==> src/hdl/fqs_pkg.sv <==
// Package with the shared types, codes and sizes of the searchable queue.
package fqs_pkg;

   // Number of elements the queue can hold.
   localparam int DEPTH = 16;
   // Width of a cell index and of the element count.
   localparam int IDX_W = (DEPTH > 1) ? $clog2(DEPTH) : 1;
   localparam int CNT_W = $clog2(DEPTH + 1);

   // Operation codes.
   localparam logic [2:0] OP_ENQ    = 3'd0;
   localparam logic [2:0] OP_DEQ    = 3'd1;
   localparam logic [2:0] OP_PEEK   = 3'd2;
   localparam logic [2:0] OP_SEARCH = 3'd3;
   localparam logic [2:0] OP_CLEAR  = 3'd4;

   // Status codes.
   localparam logic [1:0] ST_OK    = 2'd0;
   localparam logic [1:0] ST_EMPTY = 2'd1;
   localparam logic [1:0] ST_FULL  = 2'd2;

   // Request payload.
   typedef struct packed {
      logic [2:0]         opcode;
      logic signed [31:0] value;
   } req_type;

   // Response payload.
   typedef struct packed {
      logic signed [31:0] data_out;
      logic               found;
      logic [3:0]         position;
      logic [1:0]         status;
      logic [4:0]         count;
   } rsp_type;

   // Per-cell control: take the neighbour's element, or load the new one.
   typedef struct packed {
      logic shift;
      logic load;
   } cell_ctl_type;

endpackage

==> src/hdl/fqs_cell.sv <==
// One storage cell of the queue: holds one element and compares it with the key.
module fqs_cell (
   input  logic                  clock,
   input  fqs_pkg::cell_ctl_type ctl,
   input  logic signed [31:0]    value,
   input  logic signed [31:0]    next_data,
   output logic signed [31:0]    data,
   output logic                  match
);

   logic signed [31:0] data_ff;
   logic signed [31:0] data_in;

   // A dequeue moves every element one cell towards the front; an enqueue
   // writes the first free cell.
   always_comb begin
      priority if (ctl.shift) begin
         data_in = next_data;
      end else if (ctl.load) begin
         data_in = value;
      end else begin
         data_in = data_ff;
      end
   end

   always_ff @(posedge clock) begin
      data_ff <= data_in;
   end

   assign data  = data_ff;
   assign match = (data_ff == value);

endmodule

==> src/hdl/fifo_queue_with_search.sv <==
// Top level of the searchable queue: control, the row of cells and the response register.
//
//  Channel | Ports                                | Payload
//  --------+--------------------------------------+---------------------------
//  request | req_valid, req_ready, req_data       | opcode, value
//  response| rsp_valid, rsp_ready, rsp_data       | data_out, found, position,
//          |                                      | status, count
//
// Every operation is accepted and its response is registered at the same edge. Cell 0
// always holds the front element, so search is a compare in every cell followed by a
// priority pick of the lowest matching cell.
// A new request is taken outside reset whenever the response register is empty or
// being drained. Synchronous reset empties the queue and the response register;
// cell contents are not reset and are only read once written.
module fifo_queue_with_search (
   input  logic             clock,
   input  logic             reset,
   input  logic             req_valid,
   output logic             req_ready,
   input  fqs_pkg::req_type req_data,
   output logic             rsp_valid,
   input  logic             rsp_ready,
   output fqs_pkg::rsp_type rsp_data
);

   logic [fqs_pkg::CNT_W-1:0] held_ff;
   logic [fqs_pkg::CNT_W-1:0] held_in;
   logic                      rsp_valid_ff;
   logic                      rsp_valid_in;
   fqs_pkg::rsp_type          rsp_ff;
   fqs_pkg::rsp_type          rsp_in;

   logic                      accept;
   logic                      is_full;
   logic                      is_empty;
   logic signed [31:0]        cell_data [fqs_pkg::DEPTH];
   logic [fqs_pkg::DEPTH-1:0] cell_match;
   fqs_pkg::cell_ctl_type     cell_ctl [fqs_pkg::DEPTH];
   logic                      hit;
   logic [fqs_pkg::IDX_W-1:0] hit_idx;

   // A transfer is taken outside reset while the response register is free or being drained.
   assign req_ready = !reset && (!rsp_valid_ff || rsp_ready);
   assign accept    = req_valid && req_ready;
   assign is_full   = (held_ff == fqs_pkg::CNT_W'(fqs_pkg::DEPTH));
   assign is_empty  = (held_ff == '0);

   // The row of cells, each fed by its neighbour towards the back.
   for (genvar i = 0; i < fqs_pkg::DEPTH; i++) begin : g_cell
      logic signed [31:0] nxt;
      if (i == fqs_pkg::DEPTH - 1) begin : g_last
         assign nxt = cell_data[i];
      end else begin : g_mid
         assign nxt = cell_data[i+1];
      end

      assign cell_ctl[i].shift = accept && (req_data.opcode == fqs_pkg::OP_DEQ) && !is_empty;
      assign cell_ctl[i].load  = accept && (req_data.opcode == fqs_pkg::OP_ENQ) && !is_full
                                 && (held_ff == fqs_pkg::CNT_W'(i));

      fqs_cell u_cell (
         .clock     (clock),
         .ctl       (cell_ctl[i]),
         .value     (req_data.value),
         .next_data (nxt),
         .data      (cell_data[i]),
         .match     (cell_match[i])
      );
   end

   // Lowest occupied cell that matches the key; later cells are overridden.
   always_comb begin
      hit     = 1'b0;
      hit_idx = '0;
      for (int i = fqs_pkg::DEPTH - 1; i >= 0; i--) begin
         if (cell_match[i] && (fqs_pkg::CNT_W'(i) < held_ff)) begin
            hit     = 1'b1;
            hit_idx = fqs_pkg::IDX_W'(i);
         end
      end
   end

   // Next count and response fields for the operation on offer.
   always_comb begin
      held_in         = held_ff;
      rsp_in          = '0;
      unique case (req_data.opcode)
         fqs_pkg::OP_ENQ: begin
            if (is_full) begin
               rsp_in.status = fqs_pkg::ST_FULL;
            end else begin
               held_in = held_ff + 1'b1;
            end
         end
         fqs_pkg::OP_DEQ, fqs_pkg::OP_PEEK: begin
            if (is_empty) begin
               rsp_in.status = fqs_pkg::ST_EMPTY;
            end else begin
               rsp_in.data_out = cell_data[0];
               if (req_data.opcode == fqs_pkg::OP_DEQ) begin
                  held_in = held_ff - 1'b1;
               end
            end
         end
         fqs_pkg::OP_SEARCH: begin
            rsp_in.found    = hit;
            rsp_in.position = 4'(hit_idx);
         end
         fqs_pkg::OP_CLEAR: begin
            held_in = '0;
         end
         default: begin
            held_in = held_ff;
         end
      endcase
      rsp_in.count = 5'(held_in);
   end

   // Response valid flag: set by a request transfer, cleared by a response transfer.
   always_comb begin
      priority if (accept) begin
         rsp_valid_in = 1'b1;
      end else if (rsp_ready) begin
         rsp_valid_in = 1'b0;
      end else begin
         rsp_valid_in = rsp_valid_ff;
      end
   end

   always_ff @(posedge clock) begin
      if (reset) begin
         held_ff      <= '0;
         rsp_valid_ff <= 1'b0;
      end else begin
         if (accept) begin
            held_ff <= held_in;
         end
         rsp_valid_ff <= rsp_valid_in;
      end
   end

   // Response payload, loaded on each request transfer.
   always_ff @(posedge clock) begin
      if (accept) begin
         rsp_ff <= rsp_in;
      end
   end

   assign rsp_valid = rsp_valid_ff;
   assign rsp_data  = rsp_ff;

`ifndef ASSERT_OFF
   // The count never exceeds the queue depth.
   a_held_bound: assert property (@(posedge clock) disable iff (reset)
      held_ff <= fqs_pkg::CNT_W'(fqs_pkg::DEPTH))
      else $error("queue count above depth");

   // A pending response reports the count the queue now holds.
   a_rsp_count: assert property (@(posedge clock) disable iff (reset)
      rsp_valid_ff |-> (rsp_ff.count == 5'(held_ff)))
      else $error("response count differs from queue count");

   // An enqueue into a queue with room grows the count by one.
   a_enq_grow: assert property (@(posedge clock) disable iff (reset)
      (accept && (req_data.opcode == fqs_pkg::OP_ENQ) && !is_full)
      |=> (held_ff == $past(held_ff) + 1'b1))
      else $error("enqueue did not grow the queue");

   // Only a search can report a match.
   a_found_search: assert property (@(posedge clock) disable iff (reset)
      (accept && (req_data.opcode != fqs_pkg::OP_SEARCH)) |=> !rsp_ff.found)
      else $error("match reported for a non-search operation");

   // A clear empties the queue.
   a_clear: assert property (@(posedge clock) disable iff (reset)
      (accept && (req_data.opcode == fqs_pkg::OP_CLEAR)) |=> (held_ff == '0))
      else $error("clear left elements in the queue");
`endif

endmodule

==> config.mk <==
export PLATFORM = sky130hd
export DESIGN_NAME = fifo_queue_with_search
export DESIGN_NICKNAME = d
export VERILOG_FILES = /design/src/hdl/fqs_pkg.sv /design/src/hdl/fqs_cell.sv /design/src/hdl/fifo_queue_with_search.sv
export SDC_FILE = /design/constraint.sdc
export NUM_CORES = 1
export LEC_CHECK = 0
export BUFFER_PORTS_ARGS = -buffer_cell sky130_fd_sc_hd__buf_2
export CORE_MARGIN = 1.5
export CORE_UTILIZATION = 35
export DETAILED_ROUTE_END_ITERATION = 8
export HOLD_SLACK_MARGIN = 0.02
export SLEW_MARGIN = 20
export SYNTH_ARGS = -nofsm -noshare
export SYNTH_HDL_FRONTEND = slang
export SYNTH_SLANG_ARGS = --single-unit
==> constraint.sdc <==
create_clock -name clock -period 4 [get_ports clock]
set_input_delay 0.2 -clock clock [delete_from_list [all_inputs] [get_ports clock]]
set_output_delay 0.2 -clock clock [all_outputs]
set_load 0.01 [all_outputs]
==> impl_metrics.yaml, run 1 <==
status:
  status: "finished, final reports clean"
critical_path:
  cpPeakStageDelay_ns: 0.75
  cpMaxStageDelayCell: "a2111oi_0"
  arrival_ns: 3.89
  path_class: "input pin to register"
  worstPathRequired_ns: 4.35
  cp-end-kind: "register"
  crit_chain: "dlygate4sd3_1, buf_2, buf_4, xnor2_1, nand4_1, nor3_1, nand4_1, a2111oi_0, nand2b_1, nand3b_1, a21oi_1, nor3_1"
  start_kind: "input pin"
  critPathMaxFanout: 16
  path_delay_family: "simple AND/OR/NAND/NOR gates"
  path_buf_inv: 3
floorplanning:
  rows: 103
  die-area_um2: 81700
  fp.dieH_um: 286
  io_pins: 85
  start_util: 0.354
  core_area_um2: 79100
  fp.dieW_um: 286
clocking:
  clkSinkCount: 562
  clockBufferDepth: 3
  cts_hold_buf: 26
  post-cts-setup-buffers: 0
  tritoncts: "yes"
  clock_latency_ns: 0.64
  clockRootBuffer: "clkbuf_16"
  cts_made_buffers: 60
  htree_levels: 2
  cts_resized: 0
  path_clk_slew_ns: 0.06
timing:
  setup_tns_ns: 0
  setup_viol: 0
  whs_ns: 0.0758
  fin_crit_sh: 0.886
  max_slew_margin: 0.203
  hold_viol_final: 0
  fin_crit_ns: 3.54
  rsz0062_at_grt: "no"
  fmax_mhz: 282
  finalMaxSlewViolations: 0
  timing_worst_slew_pin_value_ns: 1.18
  worst_clock_skew_ns: 0.0222
yosys:
  synthFlopType: "edfxtp_1"
  synth_cell_type_count: 47
  synth_common_cells: "556 x edfxtp_1, 482 x a21o_1, 298 x xnor2_1, 215 x xor2_1, 100 x clkbuf_1"
  yosysMostFrequentCell: "edfxtp_1"
  synth_edf_count: 556
  synthesis.instances: 2115
  seq_area_frac_synth: 0.601
  yosys.area.top_type: "edfxtp_1"
  synthArstFlopShare: 0
  yosys-top-cells-area: "edfxtp_1 60%, a21o_1 13%, xnor2_1 9.3%"
  synth_top_area_share: 0.596
  synth_area_per_cell_um2: 13.2
  syn_area_um2: 28000
  ys_ff_latch: 562
  syn_nets: 2159
  ys_warn_count: 0
layout:
  drive_above_1_share: 0.123
  syn2layout_area_growth_pct: 14.1
  n_fill_cell: 7410
  nets: 2263
  stdcell_area_um2: 31900
  multi_input_area_um2: 10500
  seqCellArea_um2: 16800
  fin_cells: 3319
power_and_ir_drop:
  p_total_w: 0.0130
  power.density_nw_per_um2: 408
  peakVddDrop_mv: 0.392
  p_leak_nw: 12.6
placement:
  port_buffers: 84
  dp.final_hpwl_mm: 60.5
  gp_congestion: 0.955
  postPlaceCellArea_um2: 29800
  place_inst: 3181
route:
  first_pass_iters: 5
  wl_per_cell_um: 23.9
  drt-initial-drc-count: 1465
  viasPerCell: 5.28
  ant_nets: 0
  wl_met2_mm: 37.0
  routed.top_layer: "met4"
  drcViolationCount: 0
  routed_wl_mm: 79.3
  wl_met1_mm: 34.1
  dr_wl_met3_mm: 4.18
  vias: 17500
global_routing:
  overflow: 0
  grt_pass1_vias: 17700
  grt_max_degree: 85
  gr-usage-all-layers: 0.190
  antenna_found_initial: 1
  grt_pass1_wl_mm: 115
job:
  cap_violations: 0
hold_path:
  hold_path.class: "input pin to register"
## sequential cells by signal (all words and copies together) (netlist names)
signal              flops
rsp_data               44
rsp_valid               1
g_cell.u_cell.data    512
held_ff                 5
## cells in the final DEF (no fill, tap or decap), types with 7 or more instances in the layout
cell type and n:
a21o_1 482, a21oi_1 13, and2_1 33, buf_2 84, buf_4 94, clkbuf_1 19, clkbuf_16 61, clkinv_1 15
clkinv_2 8, dlygate4sd3_1 26, edfxtp_1 556, inv_1 9, nand2_1 30, nand3_1 19, nand4_1 83, nor2_1 21
nor2b_1 33, nor3_1 18, nor4_1 65, o21ai_0 7, o21ai_2 8, xnor2_1 298, xor2_1 215
## metrics by stage
stage	utilization	worst slack, ns
2_1_floorplan	-	-0.407
3_3_place_gp	0.377	0.397
3_5_place_dp	0.377	0.347
4_1_cts	0.404	0.455
5_1_grt	0.404	0.300
6_report	0.404	0.457
## layout make-up
cell class	instances	share of cell area
clock buffers	80	0.0500
diodes	2	0.000157
well taps	1050	0.0411
clock inverters	30	0.00760
inverters	10	0.00118
repair buffers	206	0.0447
multi-input cells	1379	0.329
flip-flops and latches	562	0.526
## final timing paths
| check | from | end | slack, ns | cells after the start |
|---|---|---|---|---|
| setup / recovery | req_data[22] | rsp_data[9]$_SDFFCE_PP0P_ | 0.46 | 12 |
| hold / removal | req_data[4] | g_cell[15].u_cell.data[4]$_DFFE_PP_ | 0.08 | 1 |
| setup reg to reg | g_cell[5].u_cell.data[27]$_DFFE_PP_ | rsp_data[9]$_SDFFCE_PP0P_ | 0.52 | 9 |
| hold reg to reg | g_cell[6].u_cell.data[3]$_DFFE_PP_ | g_cell[5].u_cell.data[3]$_DFFE_PP_ | 0.57 | 1 |
## worst register-to-register path, cell delays in order (launching register included)
cell and delay (ns):
edfxtp_1 0.41, xnor2_1 0.38, nand4_1 0.14, nor3_1 0.38
nand4_1 0.18, a2111oi_0 0.75, nand2b_1 0.23, nand3b_1 0.17
a21oi_1 0.08, nor3_1 0.48
## per-layer routing
layer | track usage | vias to the layer above
met1 | 0.253 | 8719
met5 | 0 | -
met2 | 0.311 | 701
li1 | - | 7958
met4 | 0.0918 | 0
met3 | 0.0188 | 157
## where the power goes
group	switching (W)	internal, W	total, W	leakage (nW)
logic	0.000697	0.000432	0.00113	6.63
registers	0.0000277	0.00654	0.00656	5.08
clock network	0.00234	0.00299	0.00534	0.896
total	0.00307	0.00996	0.0130	12.6
## cell families (layout without fill, tap and decap cells)
group                    Yosys count  in the layout  share of synthesized area
other                              0              2                          0
AO/OA/AOI/OAI                    533            533                      0.141
multiplexers                       2              2                   0.000760
flip-flops                       562            562                      0.601
XOR/XNOR                         513            513                      0.160
adder cells (fa/ha/maj)            5              5                    0.00223
AND/OR/NAND/NOR                  326            326                     0.0677
buffers and inverters            174            326                     0.0277
(Power assumes the default switching activity.)
==> inputs of run 2 (changes only) <==
--- a/config.mk
+++ b/config.mk
@@ -6,7 +6,8 @@
 export NUM_CORES = 1
 export LEC_CHECK = 0
+export ABC_AREA = 1
 export BUFFER_PORTS_ARGS = -buffer_cell sky130_fd_sc_hd__buf_2
 export CORE_MARGIN = 1.5
-export CORE_UTILIZATION = 35
+export CORE_UTILIZATION = 44
 export DETAILED_ROUTE_END_ITERATION = 8
 export HOLD_SLACK_MARGIN = 0.02
==> constraint.sdc (replaced) <==
create_clock -name clock -period 4 [get_ports clock]
set_input_delay 0.2 -clock clock [delete_from_list [all_inputs] [get_ports clock]]
set_output_delay 0.2 -clock clock [all_outputs]
set_load 0.005 [all_outputs]
==> run 2 against run 1 <==
  * Largest cell class unchanged
  * Critical path type is now register to register
  * Die area down 17%
  * Synthesized cell count up 40%
  * Sequential share of layout area down 1.7 points
  * Total power up 4.0%
  * Non-clock buffer count up 19
  * Via count up 44%
  * Critical endpoint is now g_cell[14].u_cell.data[6]$_DFFE_PP_
  * Sequential cell count unchanged
==> impl_metrics.yaml, run 2 <==
timing:
  worst_clock_skew_ns: 0.0172
  finalMaxSlewViolations: 0
  setup_ws_ns: 0.239
  rsz0062_at_grt: "no"
  max_slew_margin: 0.131
  fin_crit_ns: 3.76
  setup_viol: 0
  timing_worst_slew_pin_value_ns: 1.28
  fmax_mhz: 266
  fin_crit_sh: 0.940
  hold_viol_final: 0
status:
  status: "finished, final reports clean"
power_and_ir_drop:
  peakVddDrop_mv: 0.309
  power.density_nw_per_um2: 410
  p_leak_nw: 12.5
  p_total_w: 0.0136
placement:
  port_buffers: 84
  postPlaceCellArea_um2: 30900
  place_inst: 3838
  pre_cts_slack_ns: 0.419
  dp.final_hpwl_mm: 91.2
  gp_congestion: 1.03
critical_path:
  cpPeakStageDelay_ns: 0.51
  cpMaxStageDelayCell: "buf_4"
  critPathMaxFanout: 68
  worst_r2r_endpoint: "g_cell[14].u_cell.data[6]$_DFFE_PP_"
  start_kind: "register"
  crit_chain: "clkinv_1, ha_1, inv_1, nor2_1, inv_2, nor2_1, inv_1, nand2_1, inv_8, nand2_8, buf_4, o41ai_4, buf_4"
  rr_worst_depth: 13
  r2r-start: "held_ff[0]$_SDFFE_PP0P_"
  worstPathRequired_ns: 4.28
  arrival_ns: 4.04
  reg2reg_slack_ns: 0.24
  path_class: "register to register"
  cp-end-kind: "register"
route:
  drt-initial-drc-count: 4119
  wl_per_cell_um: 33.6
  viasPerCell: 6.36
  first_pass_iters: 7
  vias: 25200
  drcViolationCount: 0
  ant_nets: 0
  routed_wl_mm: 133
layout:
  stdcell_area_um2: 33000
  n_fill_cell: 6122
  syn2layout_area_growth_pct: 13.3
  final_cell_mix: "591 x nand2_1, 556 x edfxtp_1, 287 x inv_1, 284 x nand3_1, 249 x o21ai_0"
  seqCellArea_um2: 16800
  nets: 3095
  drive_above_1_share: 0.114
  largest_reg_flops: 512
  multi_input_area_um2: 10200
  final_common_cell: "nand2_1"
  fin_cells: 3968
global_routing:
  antenna_found_initial: 4
  grt_pass1_vias: 24100
  grt_max_degree: 154
  overflow: 0
  gr-usage-all-layers: 0.391
  grt_pass1_wl_mm: 184
job:
  cap_violations: 0
yosys:
  seq_area_frac_synth: 0.577
  synthAdderAreaFrac: 0.00215
  yosys.area.top_type: "edfxtp_1"
  synth-compound-area-share: 0.0950
  synth_common_cells: "591 x nand2_1, 556 x edfxtp_1, 289 x inv_1, 284 x nand3_1, 257 x o21ai_0"
  synth_top_area_share: 0.573
  synth_top_family_by_area: "simple AND/OR/NAND/NOR gates"
  ys_ff_latch: 562
  synth_xor_area_frac: 0.0745
  synthesis.instances: 2960
  synth_cell_type_count: 47
  synth_edf_count: 556
  syn_area_um2: 29200
  syn_nets: 3004
  synthFlopType: "edfxtp_1"
  synthArstFlopShare: 0
  yosysMostFrequentCell: "nand2_1"
  yosys.area_share.simple: 0.170
  synth_mux_area_frac: 0
  ys_warn_count: 0
  yosys-top-cells-area: "edfxtp_1 57%, nand2_1 7.6%, xnor2_1 5.3%"
  synth_area_per_cell_um2: 9.85
hold_path:
  hold_path.class: "input pin to register"
  hold_path_depth: 1
  min_to: "g_cell[15].u_cell.data[27]$_DFFE_PP_"
  hp-start: "req_data[27]"
clocking:
  post-cts-setup-buffers: 0
  clockBufferDepth: 3
  path_clk_slew_ns: 0.07
  htree_levels: 2
  clkSinkCount: 562
  clockRootBuffer: "clkbuf_16"
  cts_made_buffers: 61
  clock_latency_ns: 0.65
  tritoncts: "yes"
floorplanning:
  io_pins: 85
  die-area_um2: 67800
  fp.dieH_um: 260
  rows: 94
  fp.dieW_um: 260
  start_util: 0.444
  core_area_um2: 65600
==> run 2: cell types whose count changed after synthesis, moves of 123 or more <==
| cell | previous run | this run |
|---|---|---|
| o21ai_0 | 19 | 257 |
| xor2_1 | 215 | 73 |
| a21o_1 | 482 | 0 |
| inv_1 | 9 | 289 |
| nor2_1 | 22 | 160 |
| nand2_1 | 30 | 591 |
| o22ai_1 | 1 | 133 |
| xnor2_1 | 298 | 175 |
| nand3_1 | 19 | 284 |
==> run 2: per-stage QoR <==
step	TNS (ns)	utilization	hold WS [ns]
after floorplan	-85.01	-	0.272
after global placement	0	0.470	0.429
after detailed placement	0	0.471	0.434
after CTS	0	0.502	0.0327
after global routing	0	0.503	0.0439
final	0	0.503	0.0708
==> run 2: layout make-up <==
class,instances,area share
Timing Repair Buffer,225,0.0546
Clock buffer,76,0.0492
Antenna cell,3,0.000227
Multi-Input combinational cell,1881,0.308
Tap cell,864,0.0327
Sequential cell,562,0.509
Inverter,320,0.0377
Clock inverter,37,0.00875
==> run 2: critical path: cells and delay by family (launching register included) <==
| family | cells | cell delay (ns) |
|---|---|---|
| adders and majority gates | 1 | 0.22 |
| DFF | 1 | 0.48 |
| AOI/OAI and AO/OA | 1 | 0.08 |
| and+or+nand+nor | 4 | 0.71 |
| buffers and inverters | 7 | 1.77 |
==> run 2: cell families after synthesis <==
kind of cell    count (synthesis)
simple gates                 1149
flops                         562
buf+inv                       517
compound gates                479
xor+xnor                      248
fa+ha+maj                       5
==> run 2: layer usage <==
layer,vias up,wire length (µm),GRT usage
li1,10400,-,-
met1,12200,46900,0.488
met2,2058,56300,0.576
met3,530,18600,0.119
met4,0,11500,0.279
met5,-,0,0
==> run 2: what timing repair did <==
item                                   4_1_cts  5_1_grt
hold buffers                                12        0
endpoints found under the hold margin       13        0
setup endpoints to repair                    0        0
gates resized for setup                      0        0
==> run 2: worst max path at each step <==
| stage | from | endpoint | slack [ns] | cells past startpoint |
|---|---|---|---|---|
| final | held_ff[0]$_SDFFE_PP0P_ | g_cell[14].u_cell.data[6]$_DFFE_PP_ | 0.24 | 13 |
| after global routing | held_ff[0]$_SDFFE_PP0P_ | g_cell[14].u_cell.data[6]$_DFFE_PP_ | 0.10 | 13 |
| after CTS | held_ff[0]$_SDFFE_PP0P_ | g_cell[14].u_cell.data[6]$_DFFE_PP_ | 0.38 | 13 |
| after detailed placement | held_ff[0]$_SDFFE_PP0P_ | g_cell[14].u_cell.data[10]$_DFFE_PP_ | 0.42 | 13 |
| after global placement | held_ff[0]$_SDFFE_PP0P_ | g_cell[14].u_cell.data[10]$_DFFE_PP_ | 0.40 | 13 |
| after floorplan | held_ff[0]$_SDFFE_PP0P_ | g_cell[12].u_cell.data[0]$_DFFE_PP_ | -0.40 | 9 |
==> run 2: report_power, final <==
group          total (W)  leakage [nW]  switching, W  internal (W)
Combinational    0.00138          6.45       0.00104      0.000338
Clock            0.00563         0.930       0.00251       0.00312
Sequential       0.00655          5.08     0.0000230       0.00653
